[src/hdl/bcrf_pkg.sv]
`timescale 1ns / 1ps
`default_nettype none
package bcrf_pkg;

	localparam int CFG_INDEX_W = 2;
	localparam int CFG_DATA_W  = 7;
	localparam int ROW_W       = 64;

	localparam logic [CFG_INDEX_W-1:0] CFG_ROW_COUNT    = 2'd0;
	localparam logic [CFG_INDEX_W-1:0] CFG_COLUMN_COUNT = 2'd1;

	typedef enum logic [4:0] {
		ST_LOAD  = 5'b00001,
		ST_SWEEP = 5'b00010,
		ST_FLUSH = 5'b00100,
		ST_CHECK = 5'b01000,
		ST_EMIT  = 5'b10000
	} state_t;

	// Controller to datapath.
	typedef struct packed {
		logic grid_we;     // store the accepted row
		logic rd_en;       // read grid and reached at rd_addr
		logic emit;        // this read feeds the output register
		logic last;        // this emit read is the final row
		logic first;       // first sweep: seed from grid instead of reached
		logic sweep_start; // clear the change flag
		logic flush;       // process the last row with no row below
	} cmd_t;

	// Datapath to controller.
	typedef struct packed {
		logic rd_pend;  // read data arrives this cycle
		logic changed;  // some row changed in this sweep
		logic out_free; // output register can take a word next cycle
	} sts_t;

endpackage
`default_nettype wire

[src/hdl/bcrf_ctrl.sv]
`timescale 1ns / 1ps
`default_nettype none
module bcrf_ctrl #(
	parameter int MAX_ROWS    = 64,
	parameter int MAX_COLUMNS = 64,
	parameter int AW          = 6,
	parameter int CW          = 7,
	parameter int CLW         = 7
) (
	input  wire                             clk,
	input  wire                             arst_n,
	input  wire                             row_valid,
	output logic                            row_stall,
	input  wire                             cfg_valid,
	input  wire [bcrf_pkg::CFG_INDEX_W-1:0] cfg_index,
	input  wire [bcrf_pkg::CFG_DATA_W-1:0]  cfg_data,
	output bcrf_pkg::cmd_t                  cmd,
	input  bcrf_pkg::sts_t                  sts,
	output logic [AW-1:0]                   wr_addr,
	output logic [AW-1:0]                   rd_addr,
	output logic [AW-1:0]                   last_addr,
	output logic [CLW-1:0]                  cols_eff
);
	import bcrf_pkg::*;

	state_t                state_q;
	logic [CFG_DATA_W-1:0] row_count_q, column_count_q;
	logic [CW-1:0]         rows_loaded_q, rows_eff, loaded_nxt;
	logic [AW-1:0]         ptr_q;
	logic                  first_q;
	int unsigned           rc, cc, rw, cw;

	always_comb begin
		rc = row_count_q;
		cc = column_count_q;
		rw = (rc == 0) ? 1 : ((rc > MAX_ROWS) ? MAX_ROWS : rc);
		cw = (cc == 0) ? 1 : ((cc > MAX_COLUMNS) ? MAX_COLUMNS : cc);
		rows_eff  = CW'(rw);
		cols_eff  = CLW'(cw);
		last_addr = AW'(rw - 1);
	end

	assign row_stall  = (state_q != ST_LOAD);
	assign loaded_nxt = rows_loaded_q + 1'b1;
	assign wr_addr    = rows_loaded_q[AW-1:0];
	assign rd_addr    = ptr_q;

	always_comb begin
		cmd = '0;
		unique case (state_q)
			ST_LOAD:  cmd.grid_we = row_valid;
			ST_SWEEP: begin
				cmd.rd_en       = 1'b1;
				cmd.first       = first_q;
				cmd.sweep_start = (ptr_q == '0);
			end
			ST_FLUSH: cmd.flush = !sts.rd_pend;
			ST_CHECK: ;
			ST_EMIT: begin
				cmd.rd_en = sts.out_free && !sts.rd_pend;
				cmd.emit  = 1'b1;
				cmd.last  = (ptr_q == last_addr);
			end
			default: ;
		endcase
	end

	always_ff @(posedge clk or negedge arst_n) begin
		if (!arst_n) begin
			state_q        <= ST_LOAD;
			row_count_q    <= CFG_DATA_W'(64);
			column_count_q <= CFG_DATA_W'(64);
			rows_loaded_q  <= '0;
			ptr_q          <= '0;
			first_q        <= 1'b0;
		end else begin
			if (cfg_valid) begin
				unique case (cfg_index)
					CFG_ROW_COUNT:    row_count_q    <= cfg_data;
					CFG_COLUMN_COUNT: column_count_q <= cfg_data;
					default: ;
				endcase
			end
			unique case (state_q)
				ST_LOAD: begin
					if (row_valid) begin
						if (loaded_nxt >= rows_eff) begin
							rows_loaded_q <= '0;
							ptr_q         <= '0;
							first_q       <= 1'b1;
							state_q       <= ST_SWEEP;
						end else begin
							rows_loaded_q <= loaded_nxt;
						end
					end
				end
				ST_SWEEP: begin
					if (ptr_q == last_addr)
						state_q <= ST_FLUSH;
					else
						ptr_q <= ptr_q + 1'b1;
				end
				ST_FLUSH: begin
					if (!sts.rd_pend)
						state_q <= ST_CHECK;
				end
				ST_CHECK: begin
					ptr_q   <= '0;
					first_q <= 1'b0;
					state_q <= (sts.changed || first_q) ? ST_SWEEP : ST_EMIT;
				end
				ST_EMIT: begin
					if (cmd.rd_en) begin
						if (cmd.last)
							state_q <= ST_LOAD;
						else
							ptr_q <= ptr_q + 1'b1;
					end
				end
				default: state_q <= ST_LOAD;
			endcase
		end
	end

endmodule
`default_nettype wire

[config.mk]
export PLATFORM = sky130hd
export DESIGN_NAME = bcrf_ctrl
export DESIGN_NICKNAME = d
export VERILOG_FILES = /design/src/hdl/bcrf_pkg.sv /design/src/hdl/bcrf_ctrl.sv
export SDC_FILE = /design/constraint.sdc
export NUM_CORES = 1
export LEC_CHECK = 0
export ABC_AREA = 1
export BUFFER_PORTS_ARGS = -buffer_cell sky130_fd_sc_hd__buf_2
export CAP_MARGIN = 25
export CORE_ASPECT_RATIO = 1.75
export CORE_UTILIZATION = 50
export CTS_BUF_LIST = sky130_fd_sc_hd__clkbuf_16
export DETAILED_ROUTE_END_ITERATION = 6
export PLACE_DENSITY = 0.84
export SETUP_SLACK_MARGIN = 0.02
export SLEW_MARGIN = 0
export SYNTH_ARGS = -nofsm -noshare
export SYNTH_HDL_FRONTEND = slang
export SYNTH_SLANG_ARGS = --single-unit
[constraint.sdc]
create_clock -name clk -period 2.5 [get_ports clk]
set_input_delay 0.5 -clock clk [delete_from_list [all_inputs] [get_ports clk]]
set_output_delay 0.5 -clock clk [all_outputs]
set_load 0.005 [all_outputs]
# After elaboration in Yosys (flattened, before gate mapping)
# Index checks and enable logic that the tools add are counted.
# totals
register_bits	33
latch_bits	0
mem_bits_rw	0
rom_bits	0
memories	0
# op_classes
addsub	3
n_mul	0
n_div	0
order_cmp	3
eq_ne	16
shifts	0
n_mux	27
bitwise_logic	0
reduce_logical	15
# ops
cell	count
two-way mux 5 bit	7
two-way mux 7 bit	5
two-way mux 6 bit	5
one-hot mux 5 bit (5 select lines)	1
one-hot mux 6 bit (4 select lines)	1
inequality test 2 bit, second input constant	8
> comparator 7 bit, second input constant	2
zero test 7 bit	2
AND reduction 6 bit	2
adder 7 x 1 -> 7 bit, second input constant	1
greater-or-equal comparator 7 bit	1
adder 6 x 1 -> 6 bit, second input constant	1
equality test 6 bit	1
zero test 6 bit	1
AND reduction 2 bit	3
subtractor 6 x 1 -> 6 bit, second input constant	1
equality test 5 x 1 -> 1 bit, second input constant	1
equality test 5 x 2 -> 1 bit, second input constant	1
equality test 5 x 3 -> 1 bit, second input constant	1
equality test 5 x 4 -> 1 bit, second input constant	1
equality test 5 bit, second input constant	1
inequality test 5 x 1 -> 1 bit, second input constant	1
two-way mux 1 bit	4
two-way mux 2 bit	2
other kinds (9)	10

# Depth between registers and ports, before layout
# Gate-level depths: netlist of run 1.
# depth
depth_word	9
ltp_mapped	18
mapped_depth_nobuf	17

# Worst setup path before layout of run 1
# Ideal clock, no wire load.
# synth_timing
path_kind	reg2out
startpoint	register row_count_q[6]
endpoint	output cmd[3] (netlist name)
arrival_time_ns	1.897
required_time_ns	2.000
setup_slack_ns	0.103
stages_incl_launch_ff	13
path_buffers	1
path_cell_list	dfstp_2 > buf_6 > inv_6 > nand2_2 > nor2_4 > nor2_4 > ha_1 > nand2_1 > xor2_2 > xor2_1 > nor2_2 > nand3_2 > nor2_1
# synth_rtl
item	line_no	text
start, declared	bcrf_ctrl.sv:27	logic [CFG_DATA_W-1:0] row_count_q, column_count_q;
start signal, assigned	bcrf_ctrl.sv:79	CFG_ROW_COUNT: row_count_q <= cfg_data;
end, declared	bcrf_ctrl.sv:17	output bcrf_pkg::cmd_t cmd,

==> flow_summary.toml, run 1 <==
[setup_path]
cp.required_ns = 2.00
crit_arrival_ns = 2.19
critPathKind = "reg2out"
critPathCapture = "cmd[3]"
worst-path-max-fanout = 3
cp.depth = 13
start_kind = "register"
rrSetupSlack_ns = 0.03
r2r-start = "row_count_q[6]$_DFFE_PN1P_"
cp_slowest_cell = "dfrtp_1"
slowest_delay_ns = 0.40
crit_buf_inv = 1
startpoint = "row_count_q[0]$_DFFE_PN0P_"
r2r_cells = 18
timing.rr.end = "rd_addr[2]$_DFFE_PN0P_"
cpLargestDelayFamily = "simple AND/OR/NAND/NOR gates"
cp_cell_sequence = "nor2_2 -> nand2_2 -> nor2_4 -> nor2_4 -> ha_4 -> xor2_1 -> nand2_1 -> nor2_1 -> nand3_1 -> nor2_2 -> nand3_2 -> nor2_1 -> buf_2"
endpoint_kind = "output port"

[sta]
max_freq_mhz = 372
maxSlewViolCount = 0
max_slew_margin = 0.511
worstMarginPinSlew_ns = 0.734
rsz0062_at_grt = "yes"
setup-tns-final_ns = -0.191
hold_violations = 0
setup_violations = 1
period_minus_slack_ns = 2.69
period_share = 1.08
fin_skew_ns = 0.00460
setup_ws_ns = -0.191

[logic_synthesis]
synth.cell_area_sq_mm = 0.00234
synth_edf_count = 0
async_flop_share = 1.00
synth_fp_nets = 345
ys_ff_latch = 33
syn_area_per_cell_sq_um = 7.37
synth_cells = 318
synth.distinct_cells = 35
seq_area_frac_synth = 0.354
synth_ff_type = "dfrtp_1"
yosysWarningCount = 0

[grt]
grt.total_usage = 0.255
grt_pass1_vias = 2291
antenna_found_initial = 0
grt_pass1_wl_microns = 9400
gr-total-overflow = 0
grt_max_degree = 34

[place]
dp.cells = 424
place.gp.congestion = 0.856
io_buffer_count = 48
dpl.hpwl_microns = 4150

[finish]
diodes = 0
nNetsFinal = 416
fin_cells = 441
seq_area_sq_um = 830
synthToLayoutAreaGrowth_pct = 29.7
fillers = 373
multi_input_area_sq_mm = 0.00136
drive_above_1_share = 0.331

[floorplan]
core_area_sq_mm = 0.00444
die_w_microns = 53.8
die_area_sq_mm = 0.00498
rows = 32
start_util = 0.527
die_y_microns = 92.6
io_pins = 49

[power]
ir_drop_mv = 0.706
power_uw = 3120
power_leakage_uw = 0.00167
pwr_density_cell_mw_per_mm2 = 1030

[clocking]
cts_buffer_depth = 2
clk-insertion-delay-late_ns = 0.28
cts-root-buf = "clkbuf_16"
cts.sinks = 33
path_clk_slew_ns = 0.05
htreeDepth = 2
numCtsBuffers = 5
tritoncts = "built"
holdBufCountCts = 0

[min_path]
min_path_type = "in2async"

[flow_run]
cap_violations = 0

[route]
wire_per_inst_microns = 13.6
ant_nets = 0
vias = 2305
vias_per_cell = 5.23
drtIter0Drc = 60
drc = 0
drt-total-wl_microns = 5980
drtPass1Iterations = 4

[run_status]
violations = "setup timing"
outcome = "complete, but fails checks"
cell families after synthesis:
group,after synthesis,synth area share
DFF,33,0.354
xor gates and xnor gates,10,0.0406
and+or+nand+nor,160,0.337
adders and majority gates,11,0.0587
AOI/OAI and AO/OA,37,0.0876
buffers and inverters,67,0.122
repair_timing:
item / CTS / global route
buffers inserted: 7 / 1
endpoints found under the setup margin: 7 / 11
resized for setup: 8 / 25
pin swaps: 4 / 14
cloned: 0 / 1
endpoints found under the hold margin: 0 / 0
cell usage after synthesis (2+ instances only):
library cell	n	area, sq um
nand2_1	76	285
inv_1	56	210
dfrtp_1	30	751
nor2_1	30	113
o21ai_0	20	100
nand3_1	18	90.1
ha_1	11	138
nand4_1	9	56.3
xor2_1	9	78.8
buf_4	6	45.0
nand2_2	5	31.3
a21oi_1	4	20.0
nor2_4	4	45.0
o21ai_1	4	20.0
clkbuf_1	3	11.3
dfstp_2	3	78.8
nand3b_1	3	22.5
nor2_2	3	18.8
nor4_1	3	18.8
o31ai_1	3	22.5
nand3_2	2	20.0
nor3_4	2	32.5
o22ai_1	2	12.5
worst reg2reg max path, stage by stage (launching register included):
cell and delay [ns]:
dfstp_2 0.62, inv_6 0.05, nand2_4 0.07, nor2_4 0.04
nor2_4 0.11, buf_4 0.14, inv_1 0.04, ha_1 0.26
nand2_1 0.05, nor2_1 0.10, nand4_1 0.12, nand4_1 0.15
inv_2 0.06, nor2_4 0.10, o21ai_2 0.09, inv_2 0.13
nand2_4 0.10, nand2_2 0.08, o21ai_2 0.05
worst min-delay path by stage:
stage / startpoint / to / cells after the start
2_1_floorplan: arst_n / column_count_q[0]$_DFFE_PN0P_ / 0
3_3_place_gp: state_q[0]$_DFFE_PN1P_ / state_q[0]$_DFFE_PN1P_ / 2
3_5_place_dp: state_q[0]$_DFFE_PN1P_ / state_q[0]$_DFFE_PN1P_ / 2
4_1_cts: arst_n / rows_loaded_q[3]$_DFFE_PN0P_ / 1
5_1_grt: arst_n / state_q[3]$_DFFE_PN0P_ / 1
6_report: arst_n / state_q[3]$_DFFE_PN0P_ / 1
where the power goes:
group / total, uW / internal (uW) / switching (uW)
Combinational: 1780 / 746 / 1030
Sequential: 773 / 660 / 113
Clock: 570 / 357 / 213
sequential cells by signal, summed over array words and instances (netlist names):
signal,flops
row_count_q,7
rd_addr,6
first_q,1
column_count_q,7
rows_loaded_q,7
state_q,5
routing by layer:
metal  share of wire  global-route usage  vias to the layer above  wire length (microns)
met3           0.025              0.0493                       19                    147
met5               0                   0                        -                      0
met2            0.57               0.465                       48                   3410
met1            0.38               0.254                     1088                   2240
met4           0.030               0.129                        0                    178
li1                -                   -                     1150                      -
through the flow:
| step | setup slack (ns) | area (sq um) | hold slack, ns | utilization |
|---|---|---|---|---|
| 5_1_grt | -0.333 | 3040 | 0.351 | 0.684 |
| 6_report | -0.191 | 3040 | 0.275 | 0.684 |
| 3_5_place_dp | -0.0279 | 2710 | 0.465 | 0.609 |
| 2_1_floorplan | 0.103 | 2340 | 0.204 | - |
| 4_1_cts | -0.213 | 2940 | 0.316 | 0.661 |
| 3_3_place_gp | 0.0426 | 2710 | 0.458 | 0.609 |
layout make-up:
class / instances / share of cell area
Multi-Input combinational cell: 219 / 0.446
Tap cell: 51 / 0.0210
Clock buffer: 5 / 0.0412
Sequential cell: 33 / 0.273
Clock inverter: 3 / 0.00371
Inverter: 57 / 0.0729
Timing Repair Buffer: 73 / 0.142
placed cells by master (no fill, tap or decap), types with 4 or more instances in the layout:
cell type,count
nor2_4,5
xor2_1,8
nor2_1,25
dfrtp_1,30
nand3_1,17
o21ai_0,18
buf_2,48
nand2_4,4
buf_4,24
inv_1,56
clkbuf_16,5
ha_1,7
nand4_1,9
nand2_2,9
nand2_1,70
nor2_2,7
(Power assumes the default switching activity.)
==> run 2: changes to the inputs <==
CORE_MARGIN = 3   (was unset)
==> run 2 against run 1 <==
  * The run still ends with setup timing left
  * First-iteration DRC count increased by 33%
  * Routed wire length decreased by 3.0%
  * Count of clock-buffer cells in the layout unchanged
  * Global-route usage decreased by 3.6 points
  * Sequential power decreased by 0.6%
  * Sequential cell count unchanged
  * Hold slack improved by 0.0067 ns
  * Critical path type unchanged
  * Critical endpoint unchanged
  * Largest power group unchanged
==> flow_summary.toml, run 2 (synthesized netlist as in run 1, its figures left out) <==
[sta]
hold_violations = 0
worstMarginPinSlew_ns = 0.732
setup_violations = 7
max_slew_margin = 0.512
fin_skew_ns = 0.00708
setup-tns-final_ns = -0.454
period_minus_slack_ns = 2.71
rsz0062_at_grt = "yes"
setup_ws_ns = -0.215
period_share = 1.09
maxSlewViolCount = 0
max_freq_mhz = 368

[setup_path]
r2r_cells = 19
endpoint_kind = "output port"
start_kind = "register"
cp_cell_sequence = "nor2_2 -> nand2_2 -> nor2_4 -> nor2_4 -> ha_4 -> xor2_1 -> nand2_1 -> nor2_1 -> nand3_1 -> nor2_2 -> nand3_2 -> nor2_1 -> buf_2"
slowest_delay_ns = 0.40
r2r-start = "row_count_q[6]$_DFFE_PN1P_"
worst-path-max-fanout = 3
critPathKind = "reg2out"
cp.required_ns = 2.00
timing.rr.end = "rd_addr[2]$_DFFE_PN0P_"
crit_arrival_ns = 2.21
crit_buf_inv = 1
cp_slowest_cell = "dfrtp_1"
cpLargestDelayFamily = "simple AND/OR/NAND/NOR gates"
rrSetupSlack_ns = -0.06

[power]
ir_drop_mv = 0.800
pwr_density_cell_mw_per_mm2 = 1050
power_uw = 3170
power_leakage_uw = 0.00164

[finish]
diodes = 0
nNetsFinal = 411
finalInstanceArea_sq_mm = 0.00302
final_common_cell = "nand2_1"
drive_above_1_share = 0.317
final_cell_mix = "71 x nand2_1, 53 x inv_1, 48 x buf_2, 30 x dfrtp_1, 28 x nor2_1"
synthToLayoutAreaGrowth_pct = 29.0
reg_top3 = "column_count_q: 7 flops, row_count_q: 7 flops, rows_loaded_q: 7 flops"
final_util = 0.674

[floorplan]
start_util = 0.523
die_y_microns = 96.6
die_area_sq_mm = 0.00558
core_area_sq_mm = 0.00448
die_w_microns = 57.8
io_pins = 49
rows = 32

[route]
wl_met2_microns = 3210
wl_met1_microns = 2150
drc = 0
drtIter0Drc = 80
wire_per_inst_microns = 13.3
vias_per_cell = 5.31
drt-total-wl_microns = 5800
wl_met3_microns = 269
vias = 2315
ant_nets = 0
drtPass1Iterations = 4
top_layer_used = "met4"

[clocking]
clk-insertion-delay-late_ns = 0.28
numCtsBuffers = 5
holdBufCountCts = 0
cts-root-buf = "clkbuf_16"
cts.sinks = 33
htreeDepth = 2
cts_buffer_depth = 2
path_clk_slew_ns = 0.06
tritoncts = "built"

[grt]
grt.total_usage = 0.219
grt_pass1_wl_microns = 9610
antenna_found_initial = 0
gr-total-overflow = 0
grt_max_degree = 34
grt_pass1_vias = 2247

[run_status]
outcome = "complete, but fails checks"
violations = "setup timing"

[min_path]
min_path_type = "in2async"

[place]
dpl.hpwl_microns = 4140
postPlaceCellArea_sq_mm = 0.00269
io_buffer_count = 48
place.gp.congestion = 0.830
place_ws_ns = -0.0744

[flow_run]
cap_violations = 0
-- run 2: changes by cell type in the layout (fill, tap and decap cells not counted), moves of 2 or more --
cell	before	now
o21ai_2	3	1
nor2_2	7	4
o21ai_1	3	6
buf_4	24	18
nor2_1	25	28
inv_1	56	53
-- run 2: metrics by stage --
stage / cells / hold WS (ns)
global route: 436 / 0.341
CTS: 435 / 0.313
global placement: 421 / 0.459
floorplan: 318 / 0.204
finish: 436 / 0.282
detailed placement: 421 / 0.474
-- run 2: worst register-to-register path, delay by kind of cell (launching register included) --
kind / cells / cell delay (ns)
buf+inv: 6 / 0.49
simple gates: 10 / 0.94
flops: 1 / 0.60
compound gates: 2 / 0.14
fa+ha+maj: 1 / 0.27
-- run 2: final cells by class --
type | count | area, sq um
clock buffers | 5 | 125
clock inverters | 3 | 46.3
fillers | 360 | 1460
inverters | 57 | 219
multi-input cells | 219 | 1340
flip-flops and latches | 33 | 830
well taps | 51 | 63.8
repair buffers | 68 | 398
-- run 2: how the worst max path moves through the flow --
stage / cells after the start / slack (ns) / startpoint / end
final: 13 / -0.21 / row_count_q[0]$_DFFE_PN0P_ / cmd[3]
after global placement: 13 / 0.005 / row_count_q[0]$_DFFE_PN0P_ / cmd[3]
after floorplan: 12 / 0.10 / row_count_q[6]$_DFFE_PN1P_ / cmd[3]
after CTS: 13 / -0.22 / row_count_q[1]$_DFFE_PN0P_ / cmd[3]
after global routing: 13 / -0.34 / row_count_q[0]$_DFFE_PN0P_ / cmd[3]
after detailed placement: 17 / -0.07 / rows_loaded_q[0]$_DFFE_PN0P_ / rd_addr[2]$_DFFE_PN0P_
-- run 2: timing repair --
item | in CTS | in global routing
pin swaps | 15 | 7
setup endpoints to repair | 7 | 14
setup buffers | 5 | 1
resized for setup | 16 | 11
cloned | 1 | 0
-- run 2: power by group --
group	switching (uW)	total, uW	internal [uW]	leakage, uW
clock	234	705	471	0.0000800
combinational	991	1690	703	0.00114
sequential	109	768	660	0.000422
-- run 2: routing by layer --
metal | up-vias | track usage
met3 | 21 | 0.0479
met4 | 0 | 0.110
li1 | 1142 | -
met2 | 71 | 0.413
met1 | 1081 | 0.219
met5 | - | 0
==> run 3: changes to the inputs <==
PLACE_DENSITY = 0.81   (was 0.84)
clock period = 3.2 ns   (was 2.5 ns; I/O delays follow)
==> run 3 against run 2 <==
  * The run now ends clean
  * First-iteration DRC count fell by 10%
  * Core utilization is 5.4 points lower
  * Count of clock-buffer cells in the layout is the same
  * Via count shrank 6.0%
  * Global-route usage fell by 1.4 points
  * Routed wire length is 12% lower
  * Final cell count decreased by 3.7%
  * Die area unchanged
==> flow_summary.toml, run 3 (synthesized netlist as in run 1, its figures left out) <==
[sta]
setup-tns-final_ns = 0
worstMarginPinSlew_ns = 0.723
period_share = 0.936
hold_violations = 0
max_freq_mhz = 334
rsz0062_at_grt = "no"
period_minus_slack_ns = 2.99
maxSlewViolCount = 0
setup_violations = 0
max_slew_margin = 0.518
fin_skew_ns = 0.00706

[setup_path]
cpLargestDelayFamily = "simple AND/OR/NAND/NOR gates"
cp_slowest_cell = "dfrtp_1"
critPathKind = "reg2out"
crit_buf_inv = 1
slowest_delay_ns = 0.46
timing.rr.end = "rd_addr[2]$_DFFE_PN0P_"
start_kind = "register"
cp_cell_sequence = "nor2_1 -> nand2_2 -> nor2_4 -> nor2_4 -> ha_1 -> xor2_1 -> nand2_1 -> nor2_2 -> nand3_1 -> nor2_2 -> nand3_2 -> nor2_1 -> buf_2"
r2r_cells = 17
crit_arrival_ns = 2.35
rrSetupSlack_ns = 0.52
r2r-start = "rows_loaded_q[0]$_DFFE_PN0P_"
cp.required_ns = 2.56
endpoint_kind = "output port"
worst-path-max-fanout = 7

[place]
place.gp.congestion = 0.846
dpl.hpwl_microns = 4000
io_buffer_count = 48

[run_status]
outcome = "completed"

[floorplan]
die_y_microns = 96.6
start_util = 0.523
die_w_microns = 57.8
core_area_sq_mm = 0.00448
io_pins = 49
die_area_sq_mm = 0.00558
rows = 32

[flow_run]
cap_violations = 0

[route]
drtIter0Drc = 72
ant_nets = 0
drc = 0
wire_per_inst_microns = 12.2
vias_per_cell = 5.18
vias = 2177
drtPass1Iterations = 4
drt-total-wl_microns = 5130

[power]
power_uw = 2180
pwr-share-clk = 0.244
pwr_density_cell_mw_per_mm2 = 782
internal_power_uw = 1280
p_sw_frac = 0.413
p_sw_uw = 898
ir_drop_mv = 0.567
seq_power_share = 0.283
combPwrFrac = 0.473
power_leakage_uw = 0.00156

[grt]
grt.total_usage = 0.205
grt_pass1_wl_microns = 8990
grt_max_degree = 34
antenna_found_initial = 0
gr-total-overflow = 0
grt_pass1_vias = 2170

[clocking]
htreeDepth = 2
cts_buffer_depth = 2
cts.sinks = 33
numCtsBuffers = 5
cts-root-buf = "clkbuf_16"
tritoncts = "built"
clk-insertion-delay-late_ns = 0.27
path_clk_slew_ns = 0.05

[finish]
synthToLayoutAreaGrowth_pct = 18.7
fillers = 413
drive_above_1_share = 0.233
diodes = 0
final_common_cell = "nand2_1"
reg_top3 = "column_count_q: 7 flops, row_count_q: 7 flops, rows_loaded_q: 7 flops"
final_cell_mix = "76 x nand2_1, 57 x inv_1, 48 x buf_2, 30 x dfrtp_1, 29 x nor2_1"
nNetsFinal = 395

[min_path]
min_path_type = "in2async"
-- run 3: stage by stage --
step	area, sq um	utilization	hold WS, ns	worst slack [ns]	instances
finish	2780	0.621	0.421	0.206	420
global route	2780	0.621	0.490	0.0261	420
CTS	2740	0.612	0.450	0.145	415
detailed placement	2580	0.575	0.469	0.446	407
global placement	2580	0.575	0.459	0.519	407
floorplan	2340	-	0.344	0.663	318
-- run 3: final cells by class --
type	instances	area, sq um	share of cell area
Sequential cell	33	830	0.298
Clock inverter	3	37.5	0.0135
Multi-Input combinational cell	218	1230	0.442
Timing Repair Buffer	53	278	0.0998
Tap cell	51	63.8	0.0229
Inverter	57	219	0.0787
Clock buffer	5	125	0.0450
-- run 3: metal layers --
metal	vias up	part of all wire	wire length, microns	global-route usage
li1	1109	-	-	-
met1	1006	0.38	1930	0.216
met2	45	0.55	2840	0.380
met3	17	0.039	202	0.0426
met4	0	0.031	157	0.0928
met5	-	0	0	0
-- run 3: worst max path at each step --
stage	startpoint	to	slack, ns	cells after the start
2_1_floorplan	row_count_q[6]$_DFFE_PN1P_	cmd[3]	0.66	12
3_3_place_gp	row_count_q[2]$_DFFE_PN0P_	cmd[3]	0.52	13
3_5_place_dp	row_count_q[6]$_DFFE_PN1P_	cmd[3]	0.45	13
4_1_cts	row_count_q[6]$_DFFE_PN1P_	cmd[3]	0.14	13
5_1_grt	row_count_q[6]$_DFFE_PN1P_	cmd[3]	0.03	13
6_report	row_count_q[2]$_DFFE_PN0P_	cmd[3]	0.21	13
-- run 3: what timing repair did --
action,4_1_cts,5_1_grt
endpoints found under the setup margin,0,1
buffers inserted,0,5
hold buffers,0,0
gates resized for setup,0,1
endpoints found under the hold margin,0,0
-- run 3: worst register-to-register path, cell delays in order (launching register included) --
cell and delay [ns]:
dfrtp_1 0.44, ha_1 0.21, nand3_1 0.12, nor2_1 0.11, nand2_1 0.07, xor2_1 0.18
inv_1 0.07, ha_1 0.34, nand2_1 0.07, o21a_1 0.19, nand4_1 0.10, inv_1 0.07
nor2_4 0.14, o21ai_0 0.10, inv_1 0.08, nand2_2 0.12, nand2_1 0.08, o21ai_1 0.06
-- run 3: power by group through the flow --
stage	Clock, uW	Combinational (uW)	Sequential (uW)
final	530	1030	617
after global routing	555	1200	633
after CTS	537	1020	618
after detailed placement	0	1010	625
after global placement	0	988	619
after floorplan	0	789	593
